[src/design/bpfl_pkg.sv]
// Shared types and constants for the buffer pool free list.
package bpfl_pkg;

  localparam int unsigned MaxEntries = 64;
  localparam int unsigned IdxW       = 6;
  localparam int unsigned CntW       = 7;

  typedef enum logic {
    FuncAlloc   = 1'b0,
    FuncRelease = 1'b1
  } func_e;

  typedef enum logic [1:0] {
    StOk     = 2'd0,
    StEmpty  = 2'd1,
    StDouble = 2'd2,
    StRange  = 2'd3
  } status_e;

  typedef enum logic {
    SIdle = 1'b0,
    SExec = 1'b1
  } state_e;

  // controller -> datapath
  typedef struct packed {
    logic capture;
    logic commit;
  } dp_cmd_t;

endpackage

[src/design/bpfl_req_if.sv]
// Request channel: allocate or release transactions.
interface bpfl_req_if;
  logic                            valid;
  logic                            ready;
  logic                            func;
  logic [bpfl_pkg::IdxW-1:0]       release_index;

  modport source (output valid, func, release_index, input ready);
  modport sink   (input valid, func, release_index, output ready);
endinterface

[src/design/bpfl_rsp_if.sv]
// Response channel: one result per request.
interface bpfl_rsp_if;
  logic                            valid;
  logic                            ready;
  logic [bpfl_pkg::IdxW-1:0]       granted_index;
  logic [1:0]                      status;
  logic [bpfl_pkg::CntW-1:0]       free_count;

  modport source (output valid, granted_index, status, free_count, input ready);
  modport sink   (input valid, granted_index, status, free_count, output ready);
endinterface

[src/design/bpfl_cfg_if.sv]
// Configuration write channel for the entries-in-use register.
interface bpfl_cfg_if;
  logic                            valid;
  logic                            ready;
  logic [bpfl_pkg::CntW-1:0]       data;

  modport source (output valid, data, input ready);
  modport sink   (input valid, data, output ready);
endinterface

[src/design/bpfl_ctrl.sv]
// Control state machine: request acceptance, commit and response valid.
module bpfl_ctrl (
  input  logic              clk_i,
  input  logic              rst_ni,
  input  logic              req_valid_i,
  output logic              req_ready_o,
  output logic              rsp_valid_o,
  input  logic              rsp_ready_i,
  output bpfl_pkg::dp_cmd_t cmd_o
);

  bpfl_pkg::state_e state_q, state_d;
  logic             out_valid_q, out_valid_d;

  always_ff @(posedge clk_i or negedge rst_ni) begin
    if (!rst_ni) begin
      state_q     <= bpfl_pkg::SIdle;
      out_valid_q <= 1'b0;
    end else begin
      state_q     <= state_d;
      out_valid_q <= out_valid_d;
    end
  end

  always_comb begin
    state_d       = state_q;
    req_ready_o   = 1'b0;
    cmd_o.capture = 1'b0;
    cmd_o.commit  = 1'b0;
    case (state_q)
      bpfl_pkg::SIdle: begin
        req_ready_o   = 1'b1;
        cmd_o.capture = req_valid_i;
        if (req_valid_i) begin
          state_d = bpfl_pkg::SExec;
        end
      end
      bpfl_pkg::SExec: begin
        // result register must be free or draining this cycle
        if (!out_valid_q || rsp_ready_i) begin
          cmd_o.commit = 1'b1;
          state_d      = bpfl_pkg::SIdle;
        end
      end
      default: state_d = bpfl_pkg::SIdle;
    endcase

    out_valid_d = out_valid_q;
    if (cmd_o.commit) begin
      out_valid_d = 1'b1;
    end else if (rsp_ready_i) begin
      out_valid_d = 1'b0;
    end
  end

  assign rsp_valid_o = out_valid_q;

  a_no_accept_in_exec: assert property (@(posedge clk_i) disable iff (!rst_ni)
    state_q == bpfl_pkg::SExec |-> !req_ready_o)
    else $error("request accepted while one is in flight");

  a_commit_loads_out: assert property (@(posedge clk_i) disable iff (!rst_ni)
    cmd_o.commit |=> rsp_valid_o)
    else $error("commit did not present a response");

  a_capture_then_exec: assert property (@(posedge clk_i) disable iff (!rst_ni)
    cmd_o.capture |=> state_q == bpfl_pkg::SExec)
    else $error("captured request not executed");

endmodule

[src/design/bpfl_dp.sv]
// Datapath: free-index queue memory, entry flags, counters and result register.
module bpfl_dp (
  input  logic                      clk_i,
  input  logic                      rst_ni,
  input  bpfl_pkg::dp_cmd_t         cmd_i,
  input  logic                      func_i,
  input  logic [bpfl_pkg::IdxW-1:0] release_index_i,
  input  logic                      cfg_we_i,
  input  logic [bpfl_pkg::CntW-1:0] cfg_data_i,
  output logic [bpfl_pkg::IdxW-1:0] granted_index_o,
  output logic [1:0]                status_o,
  output logic [bpfl_pkg::CntW-1:0] free_count_o
);

  localparam logic [bpfl_pkg::CntW-1:0] MaxCnt = bpfl_pkg::CntW'(bpfl_pkg::MaxEntries);

  logic [bpfl_pkg::IdxW-1:0] mem_q [bpfl_pkg::MaxEntries];
  logic [bpfl_pkg::IdxW-1:0] rd_q;

  logic [bpfl_pkg::CntW-1:0] entries_q, entries_d;
  logic [bpfl_pkg::IdxW-1:0] head_q, head_d;
  logic [bpfl_pkg::IdxW-1:0] tail_q, tail_d;
  logic [bpfl_pkg::CntW-1:0] count_q, count_d;
  logic [bpfl_pkg::CntW-1:0] wcount_q, wcount_d;   // queue writes since fill, saturating
  logic [bpfl_pkg::MaxEntries-1:0] free_q, free_d;

  logic                      func_q;
  logic [bpfl_pkg::IdxW-1:0] idx_q;

  logic [bpfl_pkg::IdxW-1:0] gnt_q, gnt_d;
  bpfl_pkg::status_e         st_q, st_d;
  logic [bpfl_pkg::CntW-1:0] fc_q;

  logic                      mem_we;
  logic [bpfl_pkg::IdxW-1:0] head_ofs;
  logic                      head_written;
  logic [bpfl_pkg::IdxW-1:0] head_val;
  logic [bpfl_pkg::CntW-1:0] cfg_sat;

  // request capture
  always_ff @(posedge clk_i) begin
    if (cmd_i.capture) begin
      func_q <= func_i;
      idx_q  <= release_index_i;
    end
  end

  // queue memory, registered read at the head
  always_ff @(posedge clk_i) begin
    if (mem_we) begin
      mem_q[tail_q] <= idx_q;
    end
    rd_q <= mem_q[head_q];
  end

  // A slot not written since the last fill still holds its own index.
  assign head_ofs     = head_q - entries_q[bpfl_pkg::IdxW-1:0];
  assign head_written = wcount_q > {1'b0, head_ofs};
  assign head_val     = head_written ? rd_q : head_q;
  assign cfg_sat      = (cfg_data_i > MaxCnt) ? MaxCnt : cfg_data_i;

  always_comb begin
    entries_d = entries_q;
    head_d    = head_q;
    tail_d    = tail_q;
    count_d   = count_q;
    wcount_d  = wcount_q;
    free_d    = free_q;
    gnt_d     = '0;
    st_d      = bpfl_pkg::StOk;
    mem_we    = 1'b0;

    if (cfg_we_i) begin
      entries_d = cfg_sat;
      head_d    = '0;
      tail_d    = cfg_sat[bpfl_pkg::IdxW-1:0];
      count_d   = cfg_sat;
      wcount_d  = '0;
      free_d    = '1;
    end else if (cmd_i.commit) begin
      if (func_q == bpfl_pkg::FuncAlloc) begin
        if (count_q == '0) begin
          st_d = bpfl_pkg::StEmpty;
        end else begin
          gnt_d            = head_val;
          head_d           = head_q + 1'b1;
          count_d          = count_q - 1'b1;
          free_d[head_val] = 1'b0;
        end
      end else begin
        if ({1'b0, idx_q} >= entries_q) begin
          st_d = bpfl_pkg::StRange;
        end else if (free_q[idx_q]) begin
          st_d = bpfl_pkg::StDouble;
        end else begin
          free_d[idx_q] = 1'b1;
          mem_we        = 1'b1;
          tail_d        = tail_q + 1'b1;
          count_d       = count_q + 1'b1;
          if (wcount_q != MaxCnt) begin
            wcount_d = wcount_q + 1'b1;
          end
        end
      end
    end
  end

  always_ff @(posedge clk_i or negedge rst_ni) begin
    if (!rst_ni) begin
      entries_q <= MaxCnt;
      head_q    <= '0;
      tail_q    <= MaxCnt[bpfl_pkg::IdxW-1:0];
      count_q   <= MaxCnt;
      wcount_q  <= '0;
      free_q    <= '1;
    end else begin
      entries_q <= entries_d;
      head_q    <= head_d;
      tail_q    <= tail_d;
      count_q   <= count_d;
      wcount_q  <= wcount_d;
      free_q    <= free_d;
    end
  end

  // result register
  always_ff @(posedge clk_i) begin
    if (cmd_i.commit) begin
      gnt_q <= gnt_d;
      st_q  <= st_d;
      fc_q  <= count_d;
    end
  end

  assign granted_index_o = gnt_q;
  assign status_o        = st_q;
  assign free_count_o    = fc_q;

  a_count_bound: assert property (@(posedge clk_i) disable iff (!rst_ni)
    count_q <= entries_q)
    else $error("free count exceeds entries in use");

  a_ring_consistent: assert property (@(posedge clk_i) disable iff (!rst_ni)
    (tail_q - head_q) == count_q[bpfl_pkg::IdxW-1:0])
    else $error("head, tail and count disagree");

  a_hold_when_quiet: assert property (@(posedge clk_i) disable iff (!rst_ni)
    !cmd_i.commit && !cfg_we_i |=> $stable(count_q) && $stable(head_q) && $stable(tail_q)
                                   && $stable(free_q))
    else $error("pool state changed without a transaction");

  a_error_no_change: assert property (@(posedge clk_i) disable iff (!rst_ni)
    cmd_i.commit && !cfg_we_i && st_d != bpfl_pkg::StOk |=> $stable(count_q) && $stable(free_q))
    else $error("failed request modified the pool");

endmodule

[src/design/buffer_pool_free_list.sv]
// Top level of the buffer pool free list.
// Hands out and takes back buffer indices from a pool of up to 64 equal buffers. Each request
// (allocate or release) gives exactly one response with the granted index, a status code and
// the free count after the operation. A request is accepted in the idle state and committed to
// the result register in the execute state once that is free or draining, with none accepted in
// between. The free-index queue is a memory with one write and one read port whose registered
// read data gives the head entry when executing. A new request is taken while the previous
// response still waits to be accepted. Writing entries_in_use (values above 64 saturate) frees
// all buffers and requeues them in ascending order at once; slots not yet rewritten since then
// are tracked by a write count, so there is no clearing pass after reset or a write. The
// configuration channel is always ready and must only be written while no request is in flight.
module buffer_pool_free_list (
  input  logic       clk_i,
  input  logic       rst_ni,
  bpfl_req_if.sink   req_i,
  bpfl_rsp_if.source rsp_o,
  bpfl_cfg_if.sink   cfg_i
);

  bpfl_pkg::dp_cmd_t cmd;
  logic              cfg_we;

  assign cfg_i.ready = 1'b1;
  assign cfg_we      = cfg_i.valid;

  bpfl_ctrl u_ctrl (
    .clk_i       (clk_i),
    .rst_ni      (rst_ni),
    .req_valid_i (req_i.valid),
    .req_ready_o (req_i.ready),
    .rsp_valid_o (rsp_o.valid),
    .rsp_ready_i (rsp_o.ready),
    .cmd_o       (cmd)
  );

  bpfl_dp u_dp (
    .clk_i           (clk_i),
    .rst_ni          (rst_ni),
    .cmd_i           (cmd),
    .func_i          (req_i.func),
    .release_index_i (req_i.release_index),
    .cfg_we_i        (cfg_we),
    .cfg_data_i      (cfg_i.data),
    .granted_index_o (rsp_o.granted_index),
    .status_o        (rsp_o.status),
    .free_count_o    (rsp_o.free_count)
  );

endmodule

[src/flat_wrapper.sv]
// flat-port wrapper written by rule: the top's interface ports become plain ports
module buffer_pool_free_list_flat 
  (clk_i, rst_ni, req_i_valid, req_i_func, req_i_release_index, req_i_ready, rsp_o_valid, rsp_o_granted_index, rsp_o_status, rsp_o_free_count, rsp_o_ready, cfg_i_valid, cfg_i_data, cfg_i_ready);
  bpfl_req_if req_i_i ();
  bpfl_rsp_if rsp_o_i ();
  bpfl_cfg_if cfg_i_i ();
  input  logic clk_i;
  input  logic rst_ni;
  input wire logic [$bits(req_i_i.valid)-1:0] req_i_valid;
  input wire logic [$bits(req_i_i.func)-1:0] req_i_func;
  input wire logic [$bits(req_i_i.release_index)-1:0] req_i_release_index;
  output wire logic [$bits(req_i_i.ready)-1:0] req_i_ready;
  output wire logic [$bits(rsp_o_i.valid)-1:0] rsp_o_valid;
  output wire logic [$bits(rsp_o_i.granted_index)-1:0] rsp_o_granted_index;
  output wire logic [$bits(rsp_o_i.status)-1:0] rsp_o_status;
  output wire logic [$bits(rsp_o_i.free_count)-1:0] rsp_o_free_count;
  input wire logic [$bits(rsp_o_i.ready)-1:0] rsp_o_ready;
  input wire logic [$bits(cfg_i_i.valid)-1:0] cfg_i_valid;
  input wire logic [$bits(cfg_i_i.data)-1:0] cfg_i_data;
  output wire logic [$bits(cfg_i_i.ready)-1:0] cfg_i_ready;
  assign req_i_i.valid = req_i_valid;
  assign req_i_i.func = req_i_func;
  assign req_i_i.release_index = req_i_release_index;
  assign req_i_ready = req_i_i.ready;
  assign rsp_o_valid = rsp_o_i.valid;
  assign rsp_o_granted_index = rsp_o_i.granted_index;
  assign rsp_o_status = rsp_o_i.status;
  assign rsp_o_free_count = rsp_o_i.free_count;
  assign rsp_o_i.ready = rsp_o_ready;
  assign cfg_i_i.valid = cfg_i_valid;
  assign cfg_i_i.data = cfg_i_data;
  assign cfg_i_ready = cfg_i_i.ready;
  buffer_pool_free_list u_core (.clk_i(clk_i), .rst_ni(rst_ni), .req_i(req_i_i), .rsp_o(rsp_o_i), .cfg_i(cfg_i_i));
endmodule
[config.mk]
export PLATFORM = sky130hd
export DESIGN_NAME = buffer_pool_free_list_flat
export DESIGN_NICKNAME = d
export VERILOG_FILES = /design/src/design/bpfl_pkg.sv /design/src/design/bpfl_req_if.sv /design/src/design/bpfl_rsp_if.sv /design/src/design/bpfl_cfg_if.sv /design/src/design/bpfl_ctrl.sv /design/src/design/bpfl_dp.sv /design/src/design/buffer_pool_free_list.sv /design/src/flat_wrapper.sv
export SDC_FILE = /design/constraint.sdc
export NUM_CORES = 1
export LEC_CHECK = 0
export BUFFER_PORTS_ARGS = -buffer_cell sky130_fd_sc_hd__buf_2
export CAP_MARGIN = 5
export CORE_UTILIZATION = 40
export CTS_BUF_LIST = sky130_fd_sc_hd__clkbuf_16
export DETAILED_ROUTE_END_ITERATION = 12
export GPL_TIMING_DRIVEN = 0
export HOLD_SLACK_MARGIN = 0.15
export PLACE_DENSITY = 0.63
export SLEW_MARGIN = 25
export SYNTH_ARGS = -nofsm -noshare
export SYNTH_HDL_FRONTEND = slang
export SYNTH_SLANG_ARGS = --single-unit
[constraint.sdc]
create_clock -name clk_i -period 4.1 [get_ports clk_i]
set_input_delay 0.205 -clock clk_i [delete_from_list [all_inputs] [get_ports clk_i]]
set_output_delay 0.205 -clock clk_i [all_outputs]
set_load 0.1 [all_outputs]
== Yosys cells after proc, flatten, opt, wreduce, memory -nomap -nowiden ==
Memory sizes are Yosys's and may differ from the RTL's. A register that Yosys moved wholly into a read port is not among the register bits.
Cells that the tools add are included.

* Add/subtract/negate cells: 6
* Order comparisons: 7
* Equal/unequal tests: 8
* Multiplexer cells: 55
* Bitwise operators: 4
* Reduce and logical (&&, ||, !) cells: 14

{| class="wikitable"
|+ Operators with widths
! cell !! number
|-
| $mux 64 || 6
|-
| $mux 7 || 13
|-
| $and 64x64->64 || 1
|-
| $not 64->64 || 1
|-
| $or 64x64->64 || 1
|-
| $mux 6 || 10
|-
| $mux 1 || 19
|-
| $add 7x1->7 const B || 2
|-
| $lt 6x7->1 const B || 2
|-
| $add 6x1->6 const B || 2
|-
| $demux 1 s6 || 2
|-
| $ge 6x1->1 const B || 2
|-
| $ne 3x3->1 const B || 3
|-
| $ne 2x2->1 const B || 4
|-
| $reduce_and 4->1 || 2
|-
| $reduce_bool 2->1 || 4
|-
| $ge 6x7->1 || 1
|-
| $gt 7x6->1 || 1
|-
| $gt 7x7->1 const B || 1
|-
| $logic_not 7->1 || 1
|-
| $ne 7x7->1 const B || 1
|-
| $sub 7x1->7 const B || 1
|-
| $bmux 1 s6 || 1
|-
| $mux 2 || 3
|-
| other kinds (9) || 10
|}

* Register bits: 121
* RAM bits: 384
* Input bits: 19
* Output and inout port bits: 18
* Logic and storage cells: 108
* Memories: 1

{| class="wikitable"
|+ Memories
! name !! words !! width !! rd ports !! clocked after memory_dff !! wr ports !! RTL line !! RTL
|-
| u_core.u_dp.mem_q || 64 || 6 || 1 || 1 || 1 || bpfl_dp.sv:17 || <nowiki>logic [bpfl_pkg::IdxW-1:0] mem_q [bpfl_pkg::MaxEntries];</nowiki>
|}

== Longest topological paths before layout ==
* Word-level depth: 13
* Depth in mapped cells: 21
* Depth with buffers taken out: 16

== Cells and area by module ==
From an unflattened synthesis, not the netlist that was laid out.

* Cell total of the unflattened synthesis: 1369
* Area, all modules: 22053.7 um^2

{| class="wikitable"
|+ By module, submodules not included
! module !! instances !! cells an instance !! area an instance (um^2) !! sequential area each (um^2)
|-
| bpfl_dp || 1 || 1358 || 21941.0 || 14821.7
|-
| bpfl_ctrl || 1 || 9 || 101.3 || 50.0
|-
| buffer_pool_free_list || 1 || 2 || 11.3 || 0.0
|}

== Worst setup path after synthesis ==
No wires, ideal clock.

* Path type: reg-to-reg
* From: register u_core.u_dp.head_q[0] (netlist name)
* To: register u_core.u_dp.free_q[63] (netlist name)
* Setup time: 93 ps
* Data arrival time: 4195 ps
* Required time: 4007 ps
* Path slack: -189 ps
* Stages on the path, launching flop included: 19
* Buffers on the path: 5
* Clock period less this slack: 4289 ps
* Cells stage by stage: dfrtp_1 clkbuf_1 buf_2 buf_1 inv_1 ha_1 inv_1 fa_1 a21o_1 a21oi_1 xor2_1 ha_1 a2111oi_1 a21o_1 buf_2 buf_2 nand2_1 a2111oi_0 a21oi_1

* Longest elaborated chain between the ends: 13
* Elaborated cells on any way between the ends: 14
* Those cells by class: 1 x add/sub; 3 x order compare; 7 x mux; 2 x bitwise; 1 x reduce/logical

{| class="wikitable"
|+ Ends and longest elaborated chain
! what !! RTL line !! RTL
|-
| start: declaration || bpfl_dp.sv:21 || <nowiki>logic [bpfl_pkg::IdxW-1:0] head_q, head_d;</nowiki>
|-
| start signal: assignment || bpfl_dp.sv:111 || <nowiki>head_q <= '0;</nowiki>
|-
| start signal: assignment || bpfl_dp.sv:118 || <nowiki>head_q <= head_d;</nowiki>
|-
| $sub 6x6->6 || bpfl_dp.sv:57 || <nowiki>assign head_ofs = head_q - entries_q[bpfl_pkg::IdxW-1:0];</nowiki>
|-
| $gt 7x6->1 || bpfl_dp.sv:58 || <nowiki>assign head_written = wcount_q > {1'b0, head_ofs};</nowiki>
|-
| $mux 6 * || bpfl_dp.sv:59 || <nowiki>assign head_val = head_written ? rd_q : head_q;</nowiki>
|-
| $lt 6x7->1 (not written as such) or $ge 6x1->1 (tied branches) || bpfl_dp.sv:88 || <nowiki>free_d[head_val] = 1'b0;</nowiki>
|-
| $logic_and 1x1->1 (not written as such) || bpfl_dp.sv:88 ||
|-
| $mux 1 (not written as such) || bpfl_dp.sv:88 ||
|-
| $demux 1 s6 * || bpfl_dp.sv:88 ||
|-
| $not 64->64 (no line) * || -- ||
|-
| $and 64x64->64 (no line) * || -- ||
|-
| $mux 64 * || bpfl_dp.sv:82 || <nowiki>if (count_q == '0) begin</nowiki>
|-
| $mux 64 * || bpfl_dp.sv:81 || <nowiki>if (func_q == bpfl_pkg::FuncAlloc) begin</nowiki>
|-
| $mux 64 * || bpfl_dp.sv:80 || <nowiki>end else if (cmd_i.commit) begin</nowiki>
|-
| $mux 64 * || bpfl_dp.sv:73 || <nowiki>if (cfg_we_i) begin</nowiki>
|-
| end signal: assignment || bpfl_dp.sv:122 || <nowiki>free_q <= free_d;</nowiki>
|-
| end: declaration || bpfl_dp.sv:25 || <nowiki>logic [bpfl_pkg::MaxEntries-1:0] free_q, free_d;</nowiki>
|}

Mark *: on every way between the ends. The rest lies on a longest branch, timed or not. The select of a mux whose other input is x is not followed.
A chain may end at the register's enable or synchronous reset.

== Final worst setup path ==
* From: register u_core.u_dp.idx_q[1] (netlist name)
* To: memory u_core.u_dp.mem_q[56][3] (netlist name) (enable)

* Longest elaborated chain between the ends: 9
* Elaborated cells on any way between the ends: 10
* Those cells by class: 1 x order compare; 9 x mux

{| class="wikitable"
|+ Ends and longest elaborated chain
! what !! RTL line !! RTL
|-
| start: declaration || bpfl_dp.sv:28 || <nowiki>logic [bpfl_pkg::IdxW-1:0] idx_q;</nowiki>
|-
| start signal: assignment || bpfl_dp.sv:44 || <nowiki>idx_q <= release_index_i;</nowiki>
|-
| $bmux 1 s6 || bpfl_dp.sv:93 || <nowiki>end else if (free_q[idx_q]) begin</nowiki>
|-
| $mux 1 (not written as such) || bpfl_dp.sv:93 ||
|-
| $mux 1 || bpfl_dp.sv:93 ||
|-
| $mux 1 * || bpfl_dp.sv:91 || <nowiki>if ({1'b0, idx_q} >= entries_q) begin</nowiki>
|-
| $mux 1 * || bpfl_dp.sv:81 ||
|-
| $mux 1 * || bpfl_dp.sv:80 ||
|-
| $mux 1 * || bpfl_dp.sv:73 ||
|-
| $mux 1 * || bpfl_dp.sv:50 || <nowiki>if (mem_we) begin</nowiki>
|-
| $mux 1 (not written as such) * || bpfl_dp.sv:51 || <nowiki>mem_q[tail_q] <= idx_q;</nowiki>
|-
| end: declaration || bpfl_dp.sv:17 ||
|}

Marks and branches as above.

==> results.py <==
metrics = {
    "layout": {
        "final_nets": 1672,
        "regArea_um2": 14900,
        "stdcell_count": 2424,
        "n_antenna_cell": 0,
        "drive_gt1_frac": 0.307,
        "num-fill-cells": 4745,
        "area_growth_pct": 19.8,
        "multi_input_area_um2": 8190,
        "stdcell_area_um2": 27300,
    },
    "place": {
        "port_buffers": 34,
        "dp.cells": 2290,
        "place_area_um2": 24300,
        "dp_hpwl_um": 41700,
        "gp_congestion": 0.908,
    },
    "synth": {
        "synth_edf_count": 406,
        "synth_area_per_cell_um2": 15.4,
        "syn_inst": 1476,
        "ys_ff_latch": 511,
        "async_reset_ff_frac": 0.194,
        "yosys.area_share.simple": 0.0907,
        "yosysUniqueCellTypes": 72,
        "synthMuxAreaShare": 0.149,
        "synthXorXnorAreaFrac": 0.00384,
        "yosysSeqAreaShare": 0.653,
        "ys_warn_count": 0,
        "synth_adder_area_share": 0.0135,
        "syn_nets": 1519,
        "ys.flop_type": "edfxtp_1",
        "synthesis.area_um2": 22800,
        "synth_top_family_by_area": "multiplexers",
        "synth-compound-area-share": 0.0647,
    },
    "timing": {
        "finalHoldWorstSlack_ps": 292,
        "grt_setup_unrepaired": "true",
        "fin_skew_ps": 58.2,
        "max-slew-margin-rel": 0.304,
        "clock.fmax_mhz": 250,
        "period_needed_ps": 4000,
        "finalMaxSlewViolations": 0,
        "fin_crit_sh": 0.977,
        "hold_viol": 0,
        "tightestPinTransition_ps": 1040,
        "timing.final.setup_violations": 0,
    },
    "floorplanning": {
        "die-width_um": 241,
        "dieArea_um2": 57900,
        "num_rows": 87,
        "boundaryPins": 37,
        "fp.coreArea_um2": 56300,
        "initial_core_util": 0.405,
        "die_h_um": 241,
    },
    "detailed_routing": {
        "drcViolationCount": 0,
        "ant_nets": 0,
        "vias": 14400,
        "wl_per_cell_um": 25.2,
        "drt_iter0_markers": 1804,
        "totalWireLength_um": 61100,
        "vias_per_cell": 5.94,
        "drtPass1Iterations": 5,
    },
    "cts": {
        "path_clk_slew_ps": 60,
        "tritoncts": "built",
        "clock-root-buffer": "clkbuf_16",
        "numCtsBuffers": 52,
        "clock_path_buffers": 3,
        "cts_sinks": 511,
        "clk_latency_ps": 640,
        "htree_levels": 2,
    },
    "critical_path": {
        "start_kind": "flop",
        "cp.required_ps": 4390,
        "cp_max_fo": 22,
        "critical_path.max_stage_delay_ps": 480,
        "worst_ep_arrival_time_ps": 4300,
        "path_cells": "buf_8 > buf_8 > buf_2 > buf_2 > a21boi_1 > o41a_1 > a2111oi_4 > and4_1 > nand3_2 > clkbuf_8 > nor4_4 > clkbuf_4",
        "crit_type": "flop to flop",
        "slowest_stage": "edfxtp_1",
        "cp-end-kind": "flop",
    },
    "outcome": {
        "status": "completed",
    },
    "flow_run": {
        "cap_violations": 0,
    },
    "power": {
        "vdd_ir_drop_max_mv": 0.358,
        "power_leakage_nw": 8.88,
        "p_per_area_nw_per_um2": 509,
    },
    "grt": {
        "first_global_vias": 14600,
        "grtUsageTotal": 0.216,
        "grt_max_degree": 74,
        "grt_antenna_before_repair": 2,
        "grt_pass1_wl_um": 92500,
        "grt-ovfl-total": 0,
    },
    "min_path": {
        "hold_class": "input pin to async pin",
    },
}
==> metal layers <==
metal / up-vias / share of wire / track usage
met5: - / 0 / 0
met4: 0 / 0.029 / 0.0747
met3: 119 / 0.063 / 0.0332
met2: 581 / 0.49 / 0.353
met1: 7493 / 0.42 / 0.294
li1: 6213 / - / -
==> cells in the mapped netlist (9+ instances only) <==
cell type / count / area share
nand2b_1: 14 / 0.0038
buf_1: 27 / 0.0044
a31oi_1: 20 / 0.0055
nor4_1: 24 / 0.0066
nand3_1: 33 / 0.0073
a21oi_1: 46 / 0.010
mux2_2: 9 / 0.0044
dfrtp_1: 33 / 0.036
mux2i_1: 25 / 0.011
edfxtp_1: 406 / 0.54
clkbuf_1: 60 / 0.0099
inv_1: 29 / 0.0048
buf_2: 16 / 0.0035
ha_1: 23 / 0.013
nor2b_1: 16 / 0.0044
nand4_1: 9 / 0.0025
a211oi_1: 13 / 0.0043
o31ai_1: 11 / 0.0036
nor2_1: 119 / 0.020
mux4_2: 131 / 0.13
nor3_1: 47 / 0.010
o211ai_1: 25 / 0.0082
o21ai_0: 32 / 0.0070
dfstp_2: 66 / 0.076
a2bb2oi_1: 9 / 0.0035
nand2_1: 64 / 0.011
or4_1: 36 / 0.012
==> critical path, delay by kind of cell (launching register included) <==
family	cells	cell delay [ps]
buf+inv	6	1330
compound gates	3	940
simple gates	3	870
flops	1	480
==> metrics by stage <==
stage          setup TNS, ps   util  power (W)  setup slack, ps
3_3_place_gp         -875470  0.425    0.00900            -2440
5_1_grt                 -441  0.485     0.0143            -67.9
4_1_cts                    0  0.480     0.0139             11.8
6_report                   0  0.485     0.0139             95.6
3_5_place_dp         -358390  0.433    0.00916            -1310
2_1_floorplan          -4730      -    0.00816             -158
==> worst paths after layout <==
| path | start | to | slack [ps] | cells after the start |
|---|---|---|---|---|
| min in group clk_i | req_i_release_index[3] | u_core.u_dp.idx_q[3]$_DFFE_PP_ | 290 | 2 |
| worst min register to register | u_core.u_dp.free_q[9]$_DFFE_PN1P_ | u_core.u_dp.free_q[9]$_DFFE_PN1P_ | 500 | 2 |
| max in group asynchronous | rst_ni | u_core.u_dp.free_q[14]$_DFFE_PN1P_ | 3350 | 3 |
| worst max-delay path | u_core.u_dp.idx_q[1]$_DFFE_PP_ | u_core.u_dp.mem_q[56][3]$_DFFE_PP_ | 100 | 12 |
| worst max register to register | u_core.u_dp.idx_q[1]$_DFFE_PP_ | u_core.u_dp.mem_q[56][3]$_DFFE_PP_ | 100 | 12 |
| worst min-delay path | rst_ni | u_core.u_dp.free_q[33]$_DFFE_PN1P_ | 290 | 2 |
==> kinds of logic after synthesis <==
kind of cell | after synthesis
fa+ha+maj | 24
buf+inv | 139
simple gates | 404
compound gates | 214
xor+xnor | 10
other cells | 1
mux | 173
flops | 511
==> registers in the layout, summed over array words and instances (netlist names), 2 cells and up <==
| register | flops |
|---|---|
| u_core.u_dp.idx_q | 6 |
| u_core.u_dp.entries_q | 7 |
| u_core.u_dp.free_q | 64 |
| u_core.u_dp.wcount_q | 7 |
| u_core.u_dp.granted_index_o | 6 |
| u_core.u_dp.head_q | 6 |
| u_core.u_dp.status_o | 2 |
| u_core.u_dp.free_count_o | 7 |
| u_core.u_dp.rd_q | 6 |
| u_core.u_dp.tail_q | 6 |
| u_core.u_dp.count_q | 7 |
| u_core.u_dp.mem_q | 384 |
==> report_power, final <==
part | internal [W] | switching [W]
Clock | 0.00256 | 0.00202
Combinational | 0.00108 | 0.00219
Sequential | 0.00591 | 0.000124
==> cells in the final DEF (no fill, tap or decap), types with 36 or more instances in the layout <==
cell type,synthesis,final
nand2_1,64,64
buf_2,16,42
mux4_2,131,131
or4_1,36,36
edfxtp_1,406,406
nor2_1,119,86
dfstp_2,66,66
inv_1,29,36
clkbuf_16,0,52
a21oi_1,46,45
clkbuf_1,60,48
==> final cells by class <==
type,instances,area share
clock inverter,41,0.0126
timing repair buffer,101,0.0359
inverter,30,0.00413
multi-input combinational,826,0.300
tap,756,0.0347
sequential,511,0.545
clock buffer,52,0.0477
buffer,107,0.0196
==> repair_timing <==
item,CTS,global route
resized for setup,152,37
hold endpoints to repair,141,0
hold buffers,19,0
pin swaps,9,10
buffers inserted,13,11
setup endpoints to repair,454,409
Power figures use the tool's default switching activity.
